## config.mk

```make
export PLATFORM = sky130hd
export DESIGN_NAME = note_tone_synthesizer_core
export DESIGN_NICKNAME = d
export VERILOG_FILES = /design/src/sv/nts_pkg.sv /design/src/sv/nts_div.sv /design/src/sv/nts_dp.sv /design/src/sv/nts_ctrl.sv /design/src/sv/note_tone_synthesizer_core.sv
export VERILOG_INCLUDE_DIRS = /design/src /design/src/sv
export SDC_FILE = /design/constraint.sdc
export NUM_CORES = 2
export LEC_CHECK = 0
export BUFFER_PORTS_ARGS = -buffer_cell sky130_fd_sc_hd__clkbuf_2
export CORE_MARGIN = 2
export CORE_UTILIZATION = 63
export CTS_CLUSTER_SIZE = 10
export DETAILED_ROUTE_END_ITERATION = 6
export PLACE_DENSITY_LB_ADDON = 0.1
export SLEW_MARGIN = 20
export SYNTH_ARGS = -nofsm -noshare
export SYNTH_HDL_FRONTEND = slang
export SYNTH_SLANG_ARGS = --single-unit
```

## constraint.sdc

```tcl
create_clock -name clk_i -period 23.5 [get_ports clk_i]
set_clock_uncertainty 0.1 [all_clocks]
set_input_delay 0 -clock clk_i [delete_from_list [all_inputs] [get_ports clk_i]]
set_output_delay 0 -clock clk_i [all_outputs]
set_load 0.01 [all_outputs]
```

## src/sv/note_tone_synthesizer_core_defines.svh

```systemverilog
// Assertion macros for the note tone synthesizer.
// Used by the top level only; ASSERT_OFF removes all checks.
`ifndef NOTE_TONE_SYNTHESIZER_CORE_DEFINES_SVH
`define NOTE_TONE_SYNTHESIZER_CORE_DEFINES_SVH
`ifndef ASSERT_OFF
`define NTS_ASSERT_IMPL(lbl, ante, cons) \
  lbl: assert property (@(posedge clk_i) disable iff (!rst_ni) (ante) |-> (cons)) \
    else $error("check failed");
`define NTS_ASSERT_NEXT(lbl, ante, cons) \
  lbl: assert property (@(posedge clk_i) disable iff (!rst_ni) (ante) |=> (cons)) \
    else $error("check failed");
`else
`define NTS_ASSERT_IMPL(lbl, ante, cons)
`define NTS_ASSERT_NEXT(lbl, ante, cons)
`endif
`endif

```

## src/sv/nts_pkg.sv

```systemverilog
// Shared types, constants and pitch tables of the note tone synthesizer.
// No dependencies; used by the controller, the datapath and the top level.
package nts_pkg;

  // Configuration register indexes.
  localparam logic [2:0] CFG_SAMPLE_RATE = 3'd0;
  localparam logic [2:0] CFG_TEMPO       = 3'd1;
  localparam logic [2:0] CFG_KEY_LETTER  = 3'd2;
  localparam logic [2:0] CFG_KEY_DEGREE  = 3'd3;
  localparam logic [2:0] CFG_MAX_AMP     = 3'd4;

  // Divisor width: sample rate shifted left by up to five places.
  localparam int DIV_DW = 23;

  // Polynomial constants of the quarter-wave sine, Q30.
  localparam logic [30:0] HORN_INIT = 31'd172271;

  typedef enum logic [3:0] {
    OP_NONE,
    OP_PREP1,
    OP_PREP2,
    OP_DIVC,
    OP_CNTWB,
    OP_REST,
    OP_FREQ,
    OP_DIVS,
    OP_STEPWB,
    OP_SINX,
    OP_SQR,
    OP_HORN,
    OP_SFIN,
    OP_AMP,
    OP_EMIT,
    OP_EMIT_REST
  } op_e;

  typedef struct packed {
    op_e        op;
    logic [1:0] horn_sel;
    logic       capture;
  } nts_cmd_t;

  typedef struct packed {
    logic div_busy;
    logic is_rest;
    logic cnt_zero;
    logic resting;
    logic out_full;
  } nts_stat_t;

  // Key letter frequency in Q16 Hz; code seven is G.
  function automatic logic [24:0] letter_q16(input logic [2:0] code);
    logic [24:0] v;
    case (code)
      3'd0:    v = 25'd28835840;
      3'd1:    v = 25'd32366920;
      3'd2:    v = 25'd17146184;
      3'd3:    v = 25'd19245302;
      3'd4:    v = 25'd21602632;
      3'd5:    v = 25'd22887137;
      default: v = 25'd25690112;
    endcase
    return v;
  endfunction

  // Semitone ratio 2^(k/12) in Q16.
  function automatic logic [16:0] semi_q16(input logic [3:0] k);
    logic [16:0] v;
    case (k)
      4'd0:    v = 17'd65536;
      4'd1:    v = 17'd69433;
      4'd2:    v = 17'd73562;
      4'd3:    v = 17'd77936;
      4'd4:    v = 17'd82570;
      4'd5:    v = 17'd87480;
      4'd6:    v = 17'd92682;
      4'd7:    v = 17'd98193;
      4'd8:    v = 17'd104032;
      4'd9:    v = 17'd110218;
      4'd10:   v = 17'd116772;
      default: v = 17'd123715;
    endcase
    return v;
  endfunction

  // Semitones above the tonic of each major scale degree; degree zero as one.
  function automatic logic [3:0] degree_semis(input logic [2:0] d);
    logic [3:0] v;
    case (d)
      3'd2:    v = 4'd2;
      3'd3:    v = 4'd4;
      3'd4:    v = 4'd5;
      3'd5:    v = 4'd7;
      3'd6:    v = 4'd9;
      3'd7:    v = 4'd11;
      default: v = 4'd0;
    endcase
    return v;
  endfunction

  // Horner step constants, Q30.
  function automatic logic [30:0] horn_const(input logic [1:0] sel);
    logic [30:0] v;
    case (sel)
      2'd0:    v = 31'd5026995;
      2'd1:    v = 31'd85569306;
      2'd2:    v = 31'd693598672;
      default: v = 31'd1686629714;
    endcase
    return v;
  endfunction

endpackage

```

## src/sv/nts_div.sv

```systemverilog
// Restoring divider, one quotient bit per cycle.
// No package dependencies; instantiated by the datapath.
module nts_div #(
  parameter int NW = 45,
  parameter int DW = 23
) (
  input  logic          clk_i,
  input  logic          rst_ni,
  input  logic          start_i,
  input  logic [NW-1:0] dividend_i,
  input  logic [DW-1:0] divisor_i,
  output logic          busy_o,
  output logic [NW-1:0] quot_o
);

  localparam int CW = $clog2(NW + 1);

  logic [NW-1:0] quo_q, quo_d;
  logic [DW:0]   rem_q, rem_d;
  logic [DW-1:0] dsr_q, dsr_d;
  logic [CW-1:0] cnt_q, cnt_d;
  logic          busy_q, busy_d;
  logic [DW:0]   rem_sh;

  // One shift and trial subtract per cycle.
  always_comb begin
    quo_d  = quo_q;
    rem_d  = rem_q;
    dsr_d  = dsr_q;
    cnt_d  = cnt_q;
    busy_d = busy_q;
    rem_sh = {rem_q[DW-1:0], quo_q[NW-1]};
    if (start_i) begin
      quo_d  = dividend_i;
      rem_d  = '0;
      dsr_d  = divisor_i;
      cnt_d  = CW'(NW);
      busy_d = 1'b1;
    end else if (busy_q) begin
      if (rem_sh >= {1'b0, dsr_q}) begin
        rem_d = rem_sh - {1'b0, dsr_q};
        quo_d = {quo_q[NW-2:0], 1'b1};
      end else begin
        rem_d = rem_sh;
        quo_d = {quo_q[NW-2:0], 1'b0};
      end
      cnt_d = cnt_q - CW'(1);
      if (cnt_q == CW'(1)) begin
        busy_d = 1'b0;
      end
    end
  end

  always_ff @(posedge clk_i or negedge rst_ni) begin
    if (!rst_ni) begin
      busy_q <= 1'b0;
      cnt_q  <= '0;
    end else begin
      busy_q <= busy_d;
      cnt_q  <= cnt_d;
    end
  end

  always_ff @(posedge clk_i) begin
    quo_q <= quo_d;
    rem_q <= rem_d;
    dsr_q <= dsr_d;
  end

  assign busy_o = busy_q;
  assign quot_o = quo_q;

endmodule

```

## src/sv/nts_dp.sv

```systemverilog
// Datapath: configuration registers, note state, shared multiplier,
// divider, sine polynomial and output register. Uses nts_pkg and nts_div.
module nts_dp import nts_pkg::*; #(
  parameter int PHASE_BITS       = 32,
  parameter int SINE_TABLE_DEPTH = 256,
  parameter int SAMPLE_BITS      = 16
) (
  input  logic                   clk_i,
  input  logic                   rst_ni,
  input  logic                   cfg_we_i,
  input  logic [2:0]             cfg_idx_i,
  input  logic [17:0]            cfg_wdata_i,
  input  logic [2:0]             note_degree_i,
  input  logic signed [2:0]      octave_shift_i,
  input  logic [7:0]             length_num_i,
  input  logic [7:0]             length_den_i,
  input  nts_cmd_t               cmd_i,
  output nts_stat_t              stat_o,
  input  logic                   out_ready_i,
  output logic                   out_valid_o,
  output logic [SAMPLE_BITS-1:0] sample_o,
  output logic                   last_o
);

  localparam int LOG_DEPTH = $clog2(SINE_TABLE_DEPTH);
  localparam int NW        = (PHASE_BITS + 13 > 32) ? PHASE_BITS + 13 : 32;
  localparam int EBASE     = PHASE_BITS - 16;
  localparam logic signed [25:0] S_HI = 26'sd2 ** (SAMPLE_BITS - 1) - 26'sd1;
  localparam logic signed [25:0] S_LO = -(26'sd2 ** (SAMPLE_BITS - 1));

  // Configuration registers.
  logic [17:0] rate_q;
  logic [9:0]  tempo_q;
  logic [2:0]  key_letter_q;
  logic [2:0]  key_degree_q;
  logic [14:0] max_amp_q;

  always_ff @(posedge clk_i or negedge rst_ni) begin
    if (!rst_ni) begin
      rate_q       <= 18'd44100;
      tempo_q      <= 10'd120;
      key_letter_q <= 3'd2;
      key_degree_q <= 3'd1;
      max_amp_q    <= 15'd32767;
    end else if (cfg_we_i) begin
      case (cfg_idx_i)
        CFG_SAMPLE_RATE: rate_q       <= cfg_wdata_i;
        CFG_TEMPO:       tempo_q      <= cfg_wdata_i[9:0];
        CFG_KEY_LETTER:  key_letter_q <= cfg_wdata_i[2:0];
        CFG_KEY_DEGREE:  key_degree_q <= cfg_wdata_i[2:0];
        CFG_MAX_AMP:     max_amp_q    <= cfg_wdata_i[14:0];
        default: ;
      endcase
    end
  end

  // Captured note fields.
  logic [2:0]        deg_q;
  logic signed [2:0] oct_in_q;
  logic [7:0]        num_q, den_q;

  always_ff @(posedge clk_i) begin
    if (cmd_i.capture) begin
      deg_q    <= note_degree_i;
      oct_in_q <= octave_shift_i;
      num_q    <= length_num_i;
      den_q    <= length_den_i;
    end
  end

  // Zero divisors count as one.
  logic [17:0] rate_nz;
  logic [9:0]  tempo_nz;
  logic [7:0]  den_nz;
  logic [13:0] num60;
  assign rate_nz  = (rate_q == '0) ? 18'd1 : rate_q;
  assign tempo_nz = (tempo_q == '0) ? 10'd1 : tempo_q;
  assign den_nz   = (den_q == '0) ? 8'd1 : den_q;
  assign num60    = {num_q, 6'b0} - {4'b0, num_q, 2'b0};

  // Semitone distance, folded into one octave.
  logic signed [4:0] k_raw;
  assign k_raw = $signed({1'b0, degree_semis(deg_q)})
               - $signed({1'b0, degree_semis(key_degree_q)});

  // Working registers.
  logic [31:0]       dividend_q;
  logic [17:0]       divisor_q;
  logic [3:0]        semi_idx_q;
  logic signed [3:0] oct_q;
  logic [25:0]       f_q;
  logic [30:0]       x_q, x2_q, r_q;
  logic [1:0]        quad_q;
  logic [14:0]       mag_q, m_q;

  // Note state registers.
  logic [PHASE_BITS-1:0] phase_q, step_q;
  logic [31:0]           cnt_q;
  logic                  resting_q;
  logic                  emit;

  // Shared multiplier.
  logic [31:0] mul_a, mul_b;
  logic [63:0] prod;

  always_comb begin
    mul_a = '0;
    mul_b = '0;
    case (cmd_i.op)
      OP_PREP1: begin mul_a = 32'(rate_q);               mul_b = 32'(num60);       end
      OP_PREP2: begin mul_a = 32'(den_nz);               mul_b = 32'(tempo_nz);    end
      OP_FREQ:  begin mul_a = 32'(letter_q16(key_letter_q));
                      mul_b = 32'(semi_q16(semi_idx_q)); end
      OP_SQR:   begin mul_a = 32'(x_q);                  mul_b = 32'(x_q);         end
      OP_HORN:  begin mul_a = 32'(x2_q);                 mul_b = 32'(r_q);         end
      OP_SFIN:  begin mul_a = 32'(x_q);                  mul_b = 32'(r_q);         end
      OP_AMP:   begin mul_a = 32'(mag_q);                mul_b = 32'(max_amp_q);   end
      default: ;
    endcase
  end
  assign prod = 64'(mul_a) * 64'(mul_b);

  // Divider operands: sample count or phase step.
  logic signed [7:0] e_w;
  logic [7:0]        e_neg;
  logic [NW-1:0]     div_n;
  logic [DIV_DW-1:0] div_d;
  logic              div_start;
  logic              div_busy;
  logic [NW-1:0]     quot;

  assign e_w   = 8'(EBASE) + {{4{oct_q[3]}}, oct_q};
  assign e_neg = -e_w;

  always_comb begin
    div_n = NW'(dividend_q);
    div_d = DIV_DW'(divisor_q);
    if (cmd_i.op == OP_DIVS) begin
      if (!e_w[7]) begin
        div_n = NW'(f_q) << e_w[5:0];
        div_d = DIV_DW'(rate_nz);
      end else begin
        div_n = NW'(f_q);
        div_d = DIV_DW'(rate_nz) << e_neg[2:0];
      end
    end
  end
  assign div_start = (cmd_i.op == OP_DIVC) || (cmd_i.op == OP_DIVS);

  nts_div #(
    .NW(NW),
    .DW(DIV_DW)
  ) u_div (
    .clk_i     (clk_i),
    .rst_ni    (rst_ni),
    .start_i   (div_start),
    .dividend_i(div_n),
    .divisor_i (div_d),
    .busy_o    (div_busy),
    .quot_o    (quot)
  );

  // Phase to quadrant and quarter-wave argument.
  logic [LOG_DEPTH-1:0] idx;
  logic [29:0]          x_raw;
  assign idx   = phase_q[PHASE_BITS-1 -: LOG_DEPTH];
  assign x_raw = {idx[LOG_DEPTH-3:0], {(32 - LOG_DEPTH){1'b0}}};

  // Rounded and held sine magnitude.
  logic [31:0] s_round;
  logic [16:0] s_q15;
  assign s_round = {1'b0, prod[60:30]} + 32'd16384;
  assign s_q15   = s_round[31:15];

  always_ff @(posedge clk_i) begin
    case (cmd_i.op)
      OP_PREP1: begin
        dividend_q <= prod[31:0];
        if (k_raw < 0) begin
          semi_idx_q <= 4'(k_raw + 5'sd12);
          oct_q      <= {oct_in_q[2], oct_in_q} - 4'sd1;
        end else begin
          semi_idx_q <= k_raw[3:0];
          oct_q      <= {oct_in_q[2], oct_in_q};
        end
      end
      OP_PREP2: divisor_q <= prod[17:0];
      OP_FREQ:  f_q <= prod[41:16];
      OP_SINX: begin
        quad_q <= idx[LOG_DEPTH-1 -: 2];
        x_q    <= idx[LOG_DEPTH-2] ? (31'h4000_0000 - {1'b0, x_raw}) : {1'b0, x_raw};
      end
      OP_SQR: begin
        x2_q <= prod[60:30];
        r_q  <= HORN_INIT;
      end
      OP_HORN: r_q <= horn_const(cmd_i.horn_sel) - prod[60:30];
      OP_SFIN: mag_q <= (s_q15 > 17'd32767) ? 15'd32767 : s_q15[14:0];
      OP_AMP:  m_q <= prod[29:15];
      default: ;
    endcase
  end

  // Note state.
  assign emit = (cmd_i.op == OP_EMIT) || (cmd_i.op == OP_EMIT_REST);

  always_ff @(posedge clk_i or negedge rst_ni) begin
    if (!rst_ni) begin
      phase_q   <= '0;
      step_q    <= '0;
      cnt_q     <= '0;
      resting_q <= 1'b1;
    end else begin
      case (cmd_i.op)
        OP_CNTWB: cnt_q <= quot[31:0];
        OP_REST: begin
          resting_q <= 1'b1;
          phase_q   <= '0;
          step_q    <= '0;
        end
        OP_STEPWB: begin
          step_q    <= quot[PHASE_BITS-1:0];
          resting_q <= 1'b0;
        end
        OP_EMIT: begin
          phase_q <= phase_q + step_q;
          cnt_q   <= cnt_q - 32'd1;
        end
        OP_EMIT_REST: cnt_q <= cnt_q - 32'd1;
        default: ;
      endcase
    end
  end

  // Signed sample with hold to the output range.
  logic signed [25:0] smp_raw, smp;
  always_comb begin
    smp_raw = quad_q[1] ? -$signed({11'b0, m_q}) : $signed({11'b0, m_q});
    smp = smp_raw;
    if (smp_raw > S_HI) smp = S_HI;
    if (smp_raw < S_LO) smp = S_LO;
  end

  // Output register; it frees when the receiver takes the transfer.
  logic                   out_valid_q;
  logic [SAMPLE_BITS-1:0] sample_q;
  logic                   last_q;

  always_ff @(posedge clk_i or negedge rst_ni) begin
    if (!rst_ni) begin
      out_valid_q <= 1'b0;
    end else if (emit) begin
      out_valid_q <= 1'b1;
    end else if (out_ready_i) begin
      out_valid_q <= 1'b0;
    end
  end

  always_ff @(posedge clk_i) begin
    if (emit) begin
      sample_q <= (cmd_i.op == OP_EMIT) ? SAMPLE_BITS'(smp) : '0;
      last_q   <= (cnt_q == 32'd1);
    end
  end

  assign out_valid_o     = out_valid_q;
  assign sample_o        = sample_q;
  assign last_o          = last_q;
  assign stat_o.div_busy = div_busy;
  assign stat_o.is_rest  = (deg_q == '0);
  assign stat_o.cnt_zero = (cnt_q == '0);
  assign stat_o.resting  = resting_q;
  assign stat_o.out_full = out_valid_q && !out_ready_i;

endmodule

```

## src/sv/nts_ctrl.sv

```systemverilog
// Controller: sequences note loads and sample ticks over the datapath.
// Uses nts_pkg for the command and status structs.
module nts_ctrl import nts_pkg::*; (
  input  logic      clk_i,
  input  logic      rst_ni,
  input  logic      in_valid_i,
  input  logic      in_mode_i,
  output logic      in_ready_o,
  input  nts_stat_t stat_i,
  output nts_cmd_t  cmd_o
);

  typedef enum logic [4:0] {
    ST_IDLE, ST_PREP1, ST_PREP2, ST_DIVC, ST_WAITC, ST_CNTWB, ST_REST,
    ST_FREQ, ST_DIVS, ST_WAITS, ST_STEPWB, ST_CHECK, ST_EREST, ST_SINX,
    ST_SQR, ST_HORN, ST_SFIN, ST_AMP, ST_EMIT
  } state_e;

  state_e     state_q;
  logic [1:0] horn_q;
  logic       accept;

  assign in_ready_o = (state_q == ST_IDLE);
  assign accept     = in_valid_i && in_ready_o;

  // Next state and Horner step counter.
  always_ff @(posedge clk_i or negedge rst_ni) begin
    if (!rst_ni) begin
      state_q <= ST_IDLE;
      horn_q  <= '0;
    end else begin
      case (state_q)
        ST_IDLE:   if (accept) state_q <= in_mode_i ? ST_CHECK : ST_PREP1;
        ST_PREP1:  state_q <= ST_PREP2;
        ST_PREP2:  state_q <= ST_DIVC;
        ST_DIVC:   state_q <= ST_WAITC;
        ST_WAITC:  if (!stat_i.div_busy) state_q <= ST_CNTWB;
        ST_CNTWB:  state_q <= stat_i.is_rest ? ST_REST : ST_FREQ;
        ST_REST:   state_q <= ST_IDLE;
        ST_FREQ:   state_q <= ST_DIVS;
        ST_DIVS:   state_q <= ST_WAITS;
        ST_WAITS:  if (!stat_i.div_busy) state_q <= ST_STEPWB;
        ST_STEPWB: state_q <= ST_IDLE;
        ST_CHECK: begin
          if (stat_i.cnt_zero) state_q <= ST_IDLE;
          else if (stat_i.resting) state_q <= ST_EREST;
          else state_q <= ST_SINX;
        end
        ST_EREST:  if (!stat_i.out_full) state_q <= ST_IDLE;
        ST_SINX:   state_q <= ST_SQR;
        ST_SQR: begin
          horn_q  <= '0;
          state_q <= ST_HORN;
        end
        ST_HORN: begin
          horn_q <= horn_q + 2'd1;
          if (horn_q == 2'd3) state_q <= ST_SFIN;
        end
        ST_SFIN:   state_q <= ST_AMP;
        ST_AMP:    state_q <= ST_EMIT;
        ST_EMIT:   if (!stat_i.out_full) state_q <= ST_IDLE;
        default:   state_q <= ST_IDLE;
      endcase
    end
  end

  // Command decode.
  always_comb begin
    cmd_o.capture  = accept;
    cmd_o.horn_sel = horn_q;
    case (state_q)
      ST_PREP1:  cmd_o.op = OP_PREP1;
      ST_PREP2:  cmd_o.op = OP_PREP2;
      ST_DIVC:   cmd_o.op = OP_DIVC;
      ST_CNTWB:  cmd_o.op = OP_CNTWB;
      ST_REST:   cmd_o.op = OP_REST;
      ST_FREQ:   cmd_o.op = OP_FREQ;
      ST_DIVS:   cmd_o.op = OP_DIVS;
      ST_STEPWB: cmd_o.op = OP_STEPWB;
      ST_SINX:   cmd_o.op = OP_SINX;
      ST_SQR:    cmd_o.op = OP_SQR;
      ST_HORN:   cmd_o.op = OP_HORN;
      ST_SFIN:   cmd_o.op = OP_SFIN;
      ST_AMP:    cmd_o.op = OP_AMP;
      ST_EREST:  cmd_o.op = stat_i.out_full ? OP_NONE : OP_EMIT_REST;
      ST_EMIT:   cmd_o.op = stat_i.out_full ? OP_NONE : OP_EMIT;
      default:   cmd_o.op = OP_NONE;
    endcase
  end

endmodule

```

## src/sv/note_tone_synthesizer_core.sv

```systemverilog
// Note tone synthesizer: note events in, sine samples out.
// Input stream: tuser is the mode (0 loads a note, 1 is a sample tick).
// A load sets the sample count, floor(60*rate*num/(den*tempo)), and the
// phase step of the note's pitch; a rest (degree zero) clears the phase.
// A tick of a sounding note gives one sample, trunc(sin(phase)*max_amp),
// with tlast on the note's final sample; a tick after the note ends gives
// no transfer. A sounding load runs two divisions of NW = max(PHASE_BITS+13,
// 32) bits and a rest load one; the divisions give one bit per cycle and set
// the load time. A sounding tick's time is set by the Horner steps on the
// shared multiplier; a rest tick and a tick after the note ends skip them.
// One item is in work at a time; the next is taken once it finishes.
// The output register holds a finished sample while the receiver stalls;
// an item can be taken meanwhile, and the next sample waits for it.
// Reset restores the default registers (44100, 120, C, degree 1, 32767),
// a zero phase and a resting, empty note. Configuration must be written while
// the block is idle, which it does not enforce; there is no read-back.
// Depends on nts_pkg, nts_ctrl, nts_dp and the defines header.
`include "note_tone_synthesizer_core_defines.svh"
module note_tone_synthesizer_core import nts_pkg::*; #(
  parameter int PHASE_BITS       = 32,
  parameter int SINE_TABLE_DEPTH = 256,
  parameter int SAMPLE_BITS      = 16
) (
  input  logic        clk_i,
  input  logic        rst_ni,
  input  logic        cfg_we_i,
  input  logic [2:0]  cfg_idx_i,
  input  logic [17:0] cfg_wdata_i,
  input  logic        s_axis_tvalid,
  output logic        s_axis_tready,
  // note_degree[2:0], octave_shift[5:3], length_num[13:6], length_den[21:14]
  input  logic [23:0] s_axis_tdata,
  // mode[0]
  input  logic        s_axis_tuser,
  output logic        m_axis_tvalid,
  input  logic        m_axis_tready,
  // sample[SAMPLE_BITS-1:0]
  output logic [((SAMPLE_BITS + 7) / 8) * 8 - 1:0] m_axis_tdata,
  output logic        m_axis_tlast
);

  localparam int OUT_W = ((SAMPLE_BITS + 7) / 8) * 8;

  nts_cmd_t               cmd;
  nts_stat_t              stat;
  logic [SAMPLE_BITS-1:0] sample;

  nts_ctrl u_ctrl (
    .clk_i     (clk_i),
    .rst_ni    (rst_ni),
    .in_valid_i(s_axis_tvalid),
    .in_mode_i (s_axis_tuser),
    .in_ready_o(s_axis_tready),
    .stat_i    (stat),
    .cmd_o     (cmd)
  );

  nts_dp #(
    .PHASE_BITS      (PHASE_BITS),
    .SINE_TABLE_DEPTH(SINE_TABLE_DEPTH),
    .SAMPLE_BITS     (SAMPLE_BITS)
  ) u_dp (
    .clk_i         (clk_i),
    .rst_ni        (rst_ni),
    .cfg_we_i      (cfg_we_i),
    .cfg_idx_i     (cfg_idx_i),
    .cfg_wdata_i   (cfg_wdata_i),
    .note_degree_i (s_axis_tdata[2:0]),
    .octave_shift_i($signed(s_axis_tdata[5:3])),
    .length_num_i  (s_axis_tdata[13:6]),
    .length_den_i  (s_axis_tdata[21:14]),
    .cmd_i         (cmd),
    .stat_o        (stat),
    .out_ready_i   (m_axis_tready),
    .out_valid_o   (m_axis_tvalid),
    .sample_o      (sample),
    .last_o        (m_axis_tlast)
  );

  assign m_axis_tdata = OUT_W'(sample);

  // A division is never restarted while one runs.
  `NTS_ASSERT_IMPL(a_div_start_idle, (cmd.op == OP_DIVC) || (cmd.op == OP_DIVS), !stat.div_busy)
  // No sample overwrites one that the receiver has not taken.
  `NTS_ASSERT_IMPL(a_no_overwrite, (cmd.op == OP_EMIT) || (cmd.op == OP_EMIT_REST),
                   !(m_axis_tvalid && !m_axis_tready))
  // No item is taken while a division is in progress.
  `NTS_ASSERT_IMPL(a_busy_not_ready, stat.div_busy, !s_axis_tready)
  // An emitted sample shows as valid on the next cycle.
  `NTS_ASSERT_NEXT(a_emit_valid, (cmd.op == OP_EMIT) || (cmd.op == OP_EMIT_REST), m_axis_tvalid)

endmodule

```

==> results.md <==
- Status: finished, final reports clean
- Yosys top cell area share: approximately 30%
- Sequential element share of the synthesized area: 23.65%
- Share of cells above drive strength 1: 7.336%
- CP max FO: 39
- Drt drc: 0
- Final net count: approximately 7300
- Primary FF master, synth: edfxtp_1
- DR vias/cell: between 6 and 7
- Cell-internal power: 1712 uW
- Leak: 0.02720 uW
- Syn Std Cell Area: 56800 um^2
- Final setup TNS: 0 ns
- Post-route ant nets: 0
- Logic pwr share: 31.0%
- Post-synth top cells: inv_1, nand2_1, fa_1, nor2_1, ha_1
- Antenna violations before repair: 2
- Register share of total power: 38.6%
- DP Area: roughly 58000 um^2
- Count leader, synth: inv_1
- HPWL after DPL: 134400 um
- Drt first pass iters: 7
- R2R depth: 39
- Hold path startpoint: s_axis_tdata[17]
- Worst-Margin Slew: 1.189 ns
- First-pass GRT wire length: 269300 um
- FILL cells: 7093
- Vias in the first global route: 45910
- Dominant cells by area after synthesis: fa_1, edfxtp_1, ha_1
- Die ar.: roughly 93000 um^2
- Post-Syn Nets: 7292
- Worst path top cell family by delay: adder cells
- Crit-path max cell delay: between 0.8 and 0.9 ns
- CP arrival: 14.25 ns
- Vias: approximately 45000
- Slew Viols, Final: 0
- Setup bufs post-CTS: 0
- Sw Ratio: 35.57%
- I/O Pins: 70
- Register clock-pin slew on the reported worst setup and hold paths: around 0.060 ns
- Pwr Density: around 44 nW/um^2
- Critical path depth: 39
- Clock power frac: 30.4%
- Syn Area/Cell: 9.391 um^2
- P&R area growth vs syn: 7.291%
- Max-cap violations: 0
- Starting Density: 63.30%
- Fmax: 0.07162 GHz
- Global placement routability congestion: 1.045
- Num rows: between 100 and 150
- Yosys reg bits: 486
- Hold Path End: u_dp.den_q[3]
- CP Capture Type: register
- Hold Path Class: in2reg
- Final WL: 177000 um
- RSZ-0062 raised after global routing: no
- Data required time of the worst path: 23.79 ns
- Starting DRT DRC Count: between 4000 and 5000
- CTS sink cnt: 486
- Yosys warning total: 0
- Largest net degree at the start of global routing: 75
- Utilization after layout: 67.92%
- CTS root buffer: clkbuf_16
- Port bufs: 67
- Clk buf depth: 3
- Yosys top cell by area: fa_1
- Buf/Inv on CP: 5
- Setup CP Type: reg2reg
- Hold Violations, Final: 0
- Asr flop ratio synth: 33.13%
- Gr ovfl total: 0
- Core area: ~90000 um^2
- Routed length per instance: ~24 um
- H-tree depth: 2
- Net Sw Power: 945.3 uW
- Worst vdd ir: 0.06228 mV
- CP most frequent cell: fa_1
- Worst Hold Depth: 2
- Die Wd: 304.3 um
- Reg2reg start: u_ctrl.state_q[0]
- Gr usage total: 38.66%
- Cell area after layout: 60950 um^2
- Fin crit share: 59.41%
- CTS tree: built
- Worst skew pair latency: 0.65 ns
- Reg2Reg Setup Slack: 9.54 ns
- Total CTS buffers: 56
- Number of flops mapped to enable cells by yosys: 286
- R2R Path End: u_dp.r_q[30]
- Fin crit period: 13.96 ns
- Netlist cell types: ~100
- Worst path slowest cell: a221o_1
- Max transition margin: 20.53%
- Gate Count Post-Synth: ~6000
- # setup viols final: 0
- Startpoint Class: register
- Chip Height: 304.3 um
worst reg2reg max path: cells and delay by family, from the launching register on:
| family | cells | cell delay (ns) |
|---|---|---|
| AO/OA/AOI/OAI | 12 | 3.37 |
| flip-flops | 1 | 0.82 |
| buffers and inverters | 5 | 1.40 |
| XOR/XNOR | 1 | 0.28 |
| multiplexers | 1 | 0.13 |
| AND/OR/NAND/NOR | 10 | 2.90 |
| adder cells (fa/ha/maj) | 10 | 4.75 |
layer usage:
layer	track usage (%)	up-vias	part of all wire (%)
li1	-	19650	-
met1	48.19	22500	36
met2	61.88	2468	46
met3	8.065	700	10
met4	24.57	0	7.9
met5	0	-	0
timing repair:
action                                  CTS  global route
endpoints found under the setup margin    0             0
hold endpoints to repair                196             0
hold buffers                             80             0
resized for setup                         0             0
sequential cells by signal (all words and copies together), names as in the netlist, 10 cells and up, named ones only:
name               count
u_dp.step_q           32
u_dp.max_amp_q        15
u_dp.r_q              31
u_dp.phase_q          32
u_dp.tempo_q          10
u_dp.m_q              15
u_dp.dividend_q       32
u_dp.u_div.dsr_q      18
u_dp.divisor_q        18
u_dp.f_q              26
u_dp.u_div.quot_o     45
u_dp.rate_q           18
u_dp.u_div.rem_q      23
u_dp.x2_q             31
u_dp.sample_o         16
u_dp.cnt_q            32
u_dp.mag_q            15
logic make-up after synthesis:
family,share of synthesized area [%]
AOI/OAI and AO/OA,10.90
xor gates and xnor gates,2.339
adders and majority gates,37.36
buffers and inverters,8.548
DFF,23.65
muxes,2.694
and+or+nand+nor,14.51
cells in the final DEF, fill, tap and decap left out, types with 117 or more instances in the layout:
cell and n:
inv_1 970, nand2_1 884, fa_1 840, nor2_1 563, ha_1 352, edfxtp_1 286, a21oi_1 204, o21ai_0 154
dfrtp_1 133, buf_4 117
worst max path at each step:
stage	from	to	slack, ns
final	u_ctrl.state_q[0]	u_dp.r_q[30]	9.54
after floorplan	u_ctrl.state_q[4]	u_dp.r_q[30]	11.16
after global placement	u_ctrl.state_q[0]	u_dp.r_q[30]	10.02
after detailed placement	u_ctrl.state_q[0]	u_dp.r_q[30]	9.85
after CTS	u_ctrl.state_q[0]	u_dp.r_q[30]	9.87
after global routing	u_ctrl.state_q[0]	u_dp.r_q[30]	9.16
area by class of cell:
| class | instances | area, um^2 | share of cell area [%] |
|---|---|---|---|
| multi-input combinational | 4277 | 38670 | 63.44 |
| sequential | 486 | 13430 | 22.04 |
| inverter | 977 | 3667 | 6.017 |
| timing repair buffer | 266 | 2043 | 3.352 |
| clock buffer | 94 | 1574 | 2.583 |
| tap | 1176 | 1471 | 2.414 |
| clock inverter | 7 | 82.58 | 0.1355 |
| antenna | 3 | 7.507 | 0.01232 |
power by group through the flow:
stage	Clock, uW	Combinational, uW	Sequential, uW
4_1_cts	816	804	1020
3_5_place_dp	0	784	1040
6_report	808	823	1030
2_1_floorplan	0	533	1010
5_1_grt	852	891	1030
3_3_place_gp	0	766	1040
metrics by stage:
stage | hold slack [ns] | setup WS (ns) | instances | power, uW
floorplan | -0.3956 | 11.16 | 6049 | 1546
global placement | 0.07452 | 10.02 | 7100 | 1804
detailed placement | 0.07609 | 9.847 | 7100 | 1822
CTS | 0.0008247 | 9.873 | 7281 | 2643
global route | 0.02836 | 9.159 | 7283 | 2772
finish | 0.01160 | 9.538 | 7286 | 2657
Power figures use the tool's default switching activity.
